`src/rtl/core/c8ie_pkg.sv`:
```
// ----------------------------------------------------------------------------
// c8ie_pkg
// Shared types and constants for the CHIP-8 instruction execute block.
// ----------------------------------------------------------------------------
package c8ie_pkg;

    localparam int MEM_BYTES_DEF   = 4096;
    localparam int STACK_DEPTH_DEF = 16;
    localparam int SCREEN_W        = 64;
    localparam int SCREEN_H        = 32;
    localparam int PC_RESET        = 512;

    localparam logic [1:0] KIND_LOAD = 2'd0;
    localparam logic [1:0] KIND_EXEC = 2'd1;
    localparam logic [1:0] KIND_TICK = 2'd2;
    localparam logic [1:0] KIND_READ = 2'd3;

    // datapath commands
    localparam logic [3:0] CMD_NONE   = 4'd0;
    localparam logic [3:0] CMD_LOAD   = 4'd1;  // latch item, decode
    localparam logic [3:0] CMD_EXEC   = 4'd2;  // simple ops
    localparam logic [3:0] CMD_CLS    = 4'd3;  // clear one row
    localparam logic [3:0] CMD_DRAW_A = 4'd4;  // issue sprite byte read
    localparam logic [3:0] CMD_DRAW_B = 4'd5;  // rmw one row
    localparam logic [3:0] CMD_ST     = 4'd6;  // store one byte (55/33/mem load)
    localparam logic [3:0] CMD_LD_A   = 4'd7;  // issue read for 65
    localparam logic [3:0] CMD_LD_B   = 4'd8;  // write vreg for 65
    localparam logic [3:0] CMD_RET_A  = 4'd9;  // issue stack read
    localparam logic [3:0] CMD_RET_B  = 4'd10; // take stack data
    localparam logic [3:0] CMD_DONE   = 4'd11; // drive result

    // operation classes from decode
    localparam logic [2:0] OP_SIMPLE = 3'd0;
    localparam logic [2:0] OP_CLS    = 3'd1;
    localparam logic [2:0] OP_DRAW   = 3'd2;
    localparam logic [2:0] OP_STORE  = 3'd3;
    localparam logic [2:0] OP_LOADV  = 3'd4;
    localparam logic [2:0] OP_RET    = 3'd5;

    typedef struct packed {
        logic [3:0] cmd;
    } t_ctl;

    typedef struct packed {
        logic [2:0] op;
        logic [4:0] count;  // steps for multi-step ops
        logic [4:0] step;   // current step index
    } t_stat;

endpackage

```
`src/rtl/core/c8ie_ctrl.sv`:
```
// ----------------------------------------------------------------------------
// c8ie_ctrl
// Sequencer: steps the datapath through each item.
// ----------------------------------------------------------------------------
module c8ie_ctrl (
    input  logic            i_clk,
    input  logic            i_rst_n,
    input  logic            i_start,
    output logic            o_busy,
    input  c8ie_pkg::t_stat i_stat,
    output c8ie_pkg::t_ctl  o_ctl,
    output logic [4:0]      o_step
);
    import c8ie_pkg::*;

    localparam logic [2:0] S_IDLE = 3'd0;
    localparam logic [2:0] S_DEC  = 3'd1;
    localparam logic [2:0] S_A    = 3'd2;
    localparam logic [2:0] S_B    = 3'd3;
    localparam logic [2:0] S_DONE = 3'd4;

    logic [2:0] r_state, n_state;
    logic [4:0] r_step, n_step;

    always_ff @(posedge i_clk) begin
        if (!i_rst_n) begin
            r_state <= S_IDLE;
            r_step  <= '0;
        end else begin
            r_state <= n_state;
            r_step  <= n_step;
        end
    end

    assign o_busy = (r_state != S_IDLE);
    assign o_step = r_step;

    always_comb begin
        n_state   = r_state;
        n_step    = r_step;
        o_ctl.cmd = CMD_NONE;
        case (r_state)
            S_IDLE: begin
                if (i_start) begin
                    o_ctl.cmd = CMD_LOAD;
                    n_state   = S_DEC;
                    n_step    = '0;
                end
            end
            S_DEC: begin
                case (i_stat.op)
                    OP_SIMPLE: begin
                        o_ctl.cmd = CMD_EXEC;
                        n_state   = S_DONE;
                    end
                    OP_RET: begin
                        o_ctl.cmd = CMD_RET_A;
                        n_state   = S_B;
                    end
                    default: begin
                        if (i_stat.count == 5'd0) begin
                            n_state = S_DONE;
                        end else begin
                            n_state = S_A;
                        end
                    end
                endcase
            end
            S_A: begin
                case (i_stat.op)
                    OP_CLS: o_ctl.cmd = CMD_CLS;
                    OP_STORE: o_ctl.cmd = CMD_ST;
                    OP_DRAW: o_ctl.cmd = CMD_DRAW_A;
                    default: o_ctl.cmd = CMD_LD_A;
                endcase
                if (i_stat.op == OP_CLS || i_stat.op == OP_STORE) begin
                    n_step = r_step + 5'd1;
                    if (r_step + 5'd1 == i_stat.count) begin
                        n_state = S_DONE;
                    end
                end else begin
                    n_state = S_B;
                end
            end
            S_B: begin
                case (i_stat.op)
                    OP_DRAW: o_ctl.cmd = CMD_DRAW_B;
                    OP_RET: o_ctl.cmd = CMD_RET_B;
                    default: o_ctl.cmd = CMD_LD_B;
                endcase
                n_step  = r_step + 5'd1;
                n_state = S_A;
                if (i_stat.op == OP_RET || r_step + 5'd1 == i_stat.count) begin
                    n_state = S_DONE;
                end
            end
            S_DONE: begin
                o_ctl.cmd = CMD_DONE;
                n_state   = S_IDLE;
            end
            default: n_state = S_IDLE;
        endcase
    end

endmodule

```
`config.mk`:
```
export PLATFORM = sky130hd
export DESIGN_NAME = c8ie_ctrl
export DESIGN_NICKNAME = d
export VERILOG_FILES = /design/src/rtl/core/c8ie_pkg.sv /design/src/rtl/core/c8ie_ctrl.sv
export SDC_FILE = /design/constraint.sdc
export NUM_CORES = 1
export LEC_CHECK = 0
export BUFFER_PORTS_ARGS = -buffer_cell sky130_fd_sc_hd__buf_2
export CAP_MARGIN = 20
export CORE_UTILIZATION = 40
export DETAILED_ROUTE_END_ITERATION = 7
export GPL_TIMING_DRIVEN = 0
export PLACE_DENSITY_LB_ADDON = 0.2
export SETUP_SLACK_MARGIN = 0.05
export SLEW_MARGIN = 15
export SYNTH_ARGS = -nofsm -noshare
export SYNTH_HDL_FRONTEND = slang
export SYNTH_SLANG_ARGS = --single-unit
```
`constraint.sdc`:
```
create_clock -name i_clk -period 4.14 [get_ports i_clk]
set_input_delay 0.414 -clock i_clk [delete_from_list [all_inputs] [get_ports i_clk]]
set_output_delay 0.414 -clock i_clk [all_outputs]
set_load 0.02 [all_outputs]
```
==> flow_summary_export.csv, run 1 <==
group,metric,value,unit
layout,n_antenna_cell,0,
logic_synthesis,synth_largest_area_cell,"dfxtp_1",
cts,clk_latency,240,ps
min_path,hold_path.class,"in -> reg",
cts,cts_buffers,3,
sta,hold_ws,462,ps
routing,num_vias,858,
critical_path,path_cells,"buf_4 -> clkbuf_1 -> o21ai_0 -> a21oi_1 -> o22ai_1 -> buf_2",
sta,fin_skew,3.87,ps
place,dpl.cell_count,158,
logic_synthesis,ys_seq_elements,8,
logic_synthesis,synth_fp_nets,131,
logic_synthesis,ys_types,38,
run_status,status,"complete, no violations",
cts,clockRootBuffer,"clkbuf_4",
cts,cts_setup_buffers,0,
min_path,hold_end,"o_step[3]",
job,cap_viol_max_count,0,
cts,postCtsHoldBufs,0,
logic_synthesis,ys_seq_area_share,20.3,%
routing,drc,0,
grt,antenna_found_initial,0,
sta,slew_headroom,73.8,%
logic_synthesis,async_reset_ff_share,0,%
sta,worstMarginPinSlew,392,ps
logic_synthesis,synth.top_cell.area_share,20.3,%
grt,grtUsageTotal,20.0,%
critical_path,reg2regPathDepth,6,
logic_synthesis,synth_flop_cell,"dfxtp_1",
critical_path,r2r-end,"r_state[1]",
critical_path,arrival,1660,ps
logic_synthesis,synth_edf_count,0,
grt,overflow,0,
place,routabilityCongestion,0.813,
cts,cts_tree,"built",
routing,drt_iter0_drc,12,
pwr,ir_worst_vdd,0.176,mV
routing,first_pass_iters,4,
critical_path,required,3730,ps
cts,cts_sinks,8,
grt,grt_pass1_vias,741,
grt,grt_pass1_wl,3.08,mm
critical_path,crit_buf_inv,3,
layout,layout.nets,155,
die,fp.coreArea,1780,µm²
place,dpl.hpwl,1.53,mm
layout,final_cells,161,
critical_path,worstSetupPathType,"reg -> out",
layout,area_growth,18.9,%
critical_path,slowest_stage,"clkbuf_1",
pwr,leakage,0.420,nW
routing,vias_per_cell,5.33,
min_path,hold_depth,2,
grt,grt_start_max_net_pins,11,
logic_synthesis,syn_area_per_cell,6.93,µm²
critical_path,crit_family,"buffers and inverters",
sta,fin_setup_tns,0,ps
logic_synthesis,syn_inst,114,
critical_path,worst_setup_path_end_kind,"primary output",
sta,period_needed,2080,ps
layout,drive_gt1_share,22.1,%
critical_path,r2r_start,"o_step[0]",
cts,htreeDepth,1,
sta,finalCritPeriodShare,50.2,%
logic_synthesis,synthTopCellsByCount,"12 x nand2_1, 12 x nor2_1, 9 x o21ai_0, 8 x a21oi_1, 8 x dfxtp_1",
die,fp.dieArea,2160,µm²
logic_synthesis,yosysWarnings,0,
logic_synthesis,synthTopCellsByArea,"dfxtp_1 20%, o21ai_0 5.7%, nand2_1 5.7%",
sta,hold_violations,0,
logic_synthesis,syn_area,790,µm²
critical_path,critPathLaunchType,"flip-flop",
sta,slew_violations,0,
die,dieWidth,46.4,µm
cts,ctsResizeCount,0,
routing,antenna_left,0,
die,rows,15,
cts,path_clk_slew,50,ps
pwr,power_density,289,nW/µm²
die,die_h,46.4,µm
die,start_util,44.3,%
critical_path,max_stage_delay,340,ps
critical_path,r2r_slack,2530,ps
routing,totalWireLength,1.93,mm
routing,wl_per_cell,12.0,µm
sta,rsz0062_at_grt,"no",
sta,finalSetupViolCount,0,
sta,fmax,0.481,GHz
min_path,hp-start,"i_rst_n",
cts,clockBufferDepth,2,
pwr,finalPower,0.000271,W
place,numPortBuffers,19,
critical_path,cp_max_fo,10,
die,io_pins,26,
metal layers:
metal	vias to the layer above	share of wire, %	global-route usage, %
met3	0	2.0	2.75
met2	12	43	28.6
met1	391	55	29.6
met4	0	0	7.65
li1	455	-	-
met5	-	0	0
stage by stage:
step	setup slack (ps)	util [%]	instance area (µm²)
after floorplan	2280	-	790
after global placement	2310	51.4	916
after detailed placement	2300	51.4	916
after CTS	2080	52.6	938
after global routing	1950	52.6	938
final	2060	52.6	938
report_power, final:
group          internal (W)   total, W  switching [W]
registers         0.0000821  0.0000851     0.00000309
clock network     0.0000329  0.0000550      0.0000221
logic             0.0000474   0.000131      0.0000834
total              0.000162   0.000271       0.000109
cell type report:
cell class,instances,area (µm²)
clock buffer,3,22.5
sequential,8,160
timing repair buffer,19,95.1
multi-input combinational,94,577
tap,25,31.3
inverter,6,22.5
buffer,6,30.0
fill,191,845
worst max-delay path by stage:
stage | startpoint | end | slack (ps) | cells past startpoint
global placement | i_stat[12] | o_ctl[0] | 2310 | 7
finish | r_state[0] | o_ctl[1] | 2060 | 6
detailed placement | i_stat[12] | o_ctl[0] | 2300 | 7
global route | r_state[0] | o_ctl[1] | 1950 | 6
CTS | r_state[0] | o_ctl[1] | 2080 | 6
floorplan | i_stat[11] | o_ctl[0] | 2280 | 5
worst reg2reg max path, cell delays in order, from the launching register on:
cell,delay (ps)
dfxtp_1,430
ha_1,260
nor3b_1,210
a21oi_1,60
a21oi_1,140
o211ai_1,130
a41o_1,260
cell usage in the layout (no fill, tap or decap), types with 5 or more instances in the layout:
cell and count:
inv_1 6, buf_2 22, nor3_1 5, o21ai_0 9
o21a_1 5, a21oi_1 8, dfxtp_1 8, nand2_1 12
nor2_1 12
state kept, by name, summed over array words and instances, names as in the netlist:
signal   flops
r_state      3
o_step       5
kinds of logic (layout without fill, tap and decap cells):
family	count (synthesis)	after routing	synth area share, %
AND/OR/NAND/NOR	46	46	29.8
AO/OA/AOI/OAI	39	39	32.5
XOR/XNOR	6	6	6.66
adder cells (fa/ha/maj)	1	1	1.58
flip-flops	8	8	20.3
multiplexers	2	2	2.54
buffers and inverters	12	34	6.66
Power figures use the tool's default switching activity.
==> run 2, diff against run 1 <==
==> constraint.sdc (replaced) <==
create_clock -name i_clk -period 1.99 [get_ports i_clk]
set_input_delay 0.199 -clock i_clk [delete_from_list [all_inputs] [get_ports i_clk]]
set_output_delay 0.199 -clock i_clk [all_outputs]
set_load 0.02 [all_outputs]
==> flow_summary_export.csv, run 2 (synthesis results as in run 1) <==
group,metric,value,unit
sta,worstMarginPinSlew,343,ps
layout,n_antenna_cell,0,
critical_path,worst_setup_path_end_kind,"primary output",
place,dp_worst_setup_slack,371,ps
critical_path,worstSetupPathType,"reg -> out",
sta,rsz0062_at_grt,"no",
layout,nFillCells,190,
die,die_h,46.4,µm
layout,final_common_cell,"buf_2",
sta,slew_headroom,77.1,%
place,dpl.hpwl,1.53,mm
pwr,p_int,0.000338,W
sta,fmax,0.581,GHz
die,dieWidth,46.4,µm
routing,wl_per_cell,11.7,µm
grt,grt_pass1_wl,3.08,mm
min_path,hold_path.class,"in -> reg",
grt,antenna_found_initial,0,
cts,cts_tree,"built",
place,numPortBuffers,19,
critical_path,r2r-end,"r_state[1]",
pwr,leakage,0.419,nW
grt,grtUsageTotal,20.0,%
die,start_util,44.3,%
run_status,status,"complete, no violations",
place,dpl.cell_count,158,
critical_path,cp_max_fo,10,
pwr,power_frac_clock,20.4,%
sta,finalSetupViolCount,0,
sta,finalCritPeriodShare,86.5,%
layout,layout_common_cells,"21 x buf_2, 12 x nor2_1, 12 x nand2_1",
min_path,hold_depth,2,
pwr,p_sw_share,39.6,%
pwr,ir_worst_vdd,0.387,mV
sta,setup_ws,268,ps
sta,fin_setup_tns,0,ps
grt,grt_pass1_vias,741,
layout,layout.nets,154,
sta,period_needed,1720,ps
grt,grt_start_max_net_pins,11,
sta,hold_violations,0,
critical_path,r2r_slack,380,ps
min_path,hold_end,"o_step[3]",
cts,cts_buffers,3,
sta,fin_skew,3.87,ps
critical_path,required,1790,ps
grt,overflow,0,
cts,htreeDepth,1,
critical_path,arrival,1520,ps
critical_path,r2r_start,"o_step[0]",
layout,largest_reg_flops,5,
die,rows,15,
pwr,pwr-share-seq,31.6,%
cts,path_clk_slew,50,ps
routing,drt_iter0_drc,17,
routing,drc,0,
critical_path,critPathLaunchType,"flip-flop",
critical_path,reg2regPathDepth,6,
cts,clk_latency,240,ps
cts,postCtsHoldBufs,0,
routing,antenna_left,0,
layout,area_growth,18.7,%
cts,clockRootBuffer,"clkbuf_4",
die,fp.coreArea,1780,µm²
cts,cts_sinks,8,
cts,clockBufferDepth,2,
pwr,comb_power_share,48.0,%
layout,final_cells,160,
job,cap_viol_max_count,0,
layout,final_util,52.6,%
pwr,power_density,598,nW/µm²
die,io_pins,26,
sta,slew_violations,0,
routing,num_vias,856,
min_path,hp-start,"i_rst_n",
die,fp.dieArea,2160,µm²
routing,totalWireLength,1.88,mm
routing,first_pass_iters,4,
pwr,p_sw,0.000222,W
place,routabilityCongestion,0.813,
layout,drive_gt1_share,22.2,%
routing,vias_per_cell,5.35,
## run 2: changes by cell type in the layout (fill, tap and decap cells not counted)
| cell | previous run | this run |
|---|---|---|
| clkbuf_1 | 2 | 1 |
| buf_2 | 22 | 21 |
| clkbuf_4 | 3 | 4 |
## run 2: timing repair
action                                  CTS  global route
setup buffers                             0             0
resized for setup                         0             1
endpoints found under the setup margin    0             2
## run 2: how the worst max path moves through the flow
stage	end	slack [ps]	from	cells past startpoint
6_report	o_ctl[0]	270	r_state[1]	7
5_1_grt	o_ctl[0]	70	r_state[1]	7
3_3_place_gp	r_state[2]	390	o_step[0]	5
2_1_floorplan	r_state[1]	420	o_step[0]	5
4_1_cts	o_ctl[1]	140	r_state[0]	6
3_5_place_dp	r_state[1]	370	o_step[0]	6
## run 2: cell type report
class / count / area, µm² / share of cell area (%)
buffer: 5 / 28.8 / 3.07
clock buffer: 3 / 22.5 / 2.40
inverter: 6 / 22.5 / 2.40
multi-input combinational: 94 / 577 / 61.5
sequential: 8 / 160 / 17.1
tap: 25 / 31.3 / 3.34
timing repair buffer: 19 / 95.1 / 10.1
## run 2: per-stage QoR
| stage | power, W | area [µm²] | hold slack (ps) |
|---|---|---|---|
| 2_1_floorplan | 0.000376 | 790 | 316 |
| 6_report | 0.000560 | 937 | 247 |
| 5_1_grt | 0.000614 | 937 | 245 |
| 3_5_place_dp | 0.000450 | 916 | 499 |
| 3_3_place_gp | 0.000446 | 916 | 501 |
| 4_1_cts | 0.000570 | 938 | 237 |
## run 2: power groups by stage
stage | Sequential (W) | Clock (W) | Combinational, W
floorplan | 0.000181 | 0 | 0.000195
global placement | 0.000180 | 0 | 0.000266
detailed placement | 0.000181 | 0 | 0.000269
CTS | 0.000177 | 0.000123 | 0.000270
global route | 0.000178 | 0.000130 | 0.000305
finish | 0.000177 | 0.000114 | 0.000269
## run 2: worst max-delay path: stages, from the launching register on
cell and delay [ps]:
dfxtp_1 300, buf_2 180, clkbuf_4 220, o21ai_0 100, nor2_1 100, a21oi_1 50, o21ai_0 140, buf_2 180
## run 2: routing by layer
| metal | track usage (%) | wire length [µm] | vias up |
|---|---|---|---|
| met2 | 28.6 | 836 | 18 |
| li1 | - | - | 451 |
| met4 | 7.65 | 0 | 0 |
| met3 | 2.75 | 71 | 0 |
| met5 | 0 | 0 | - |
| met1 | 29.6 | 968 | 387 |
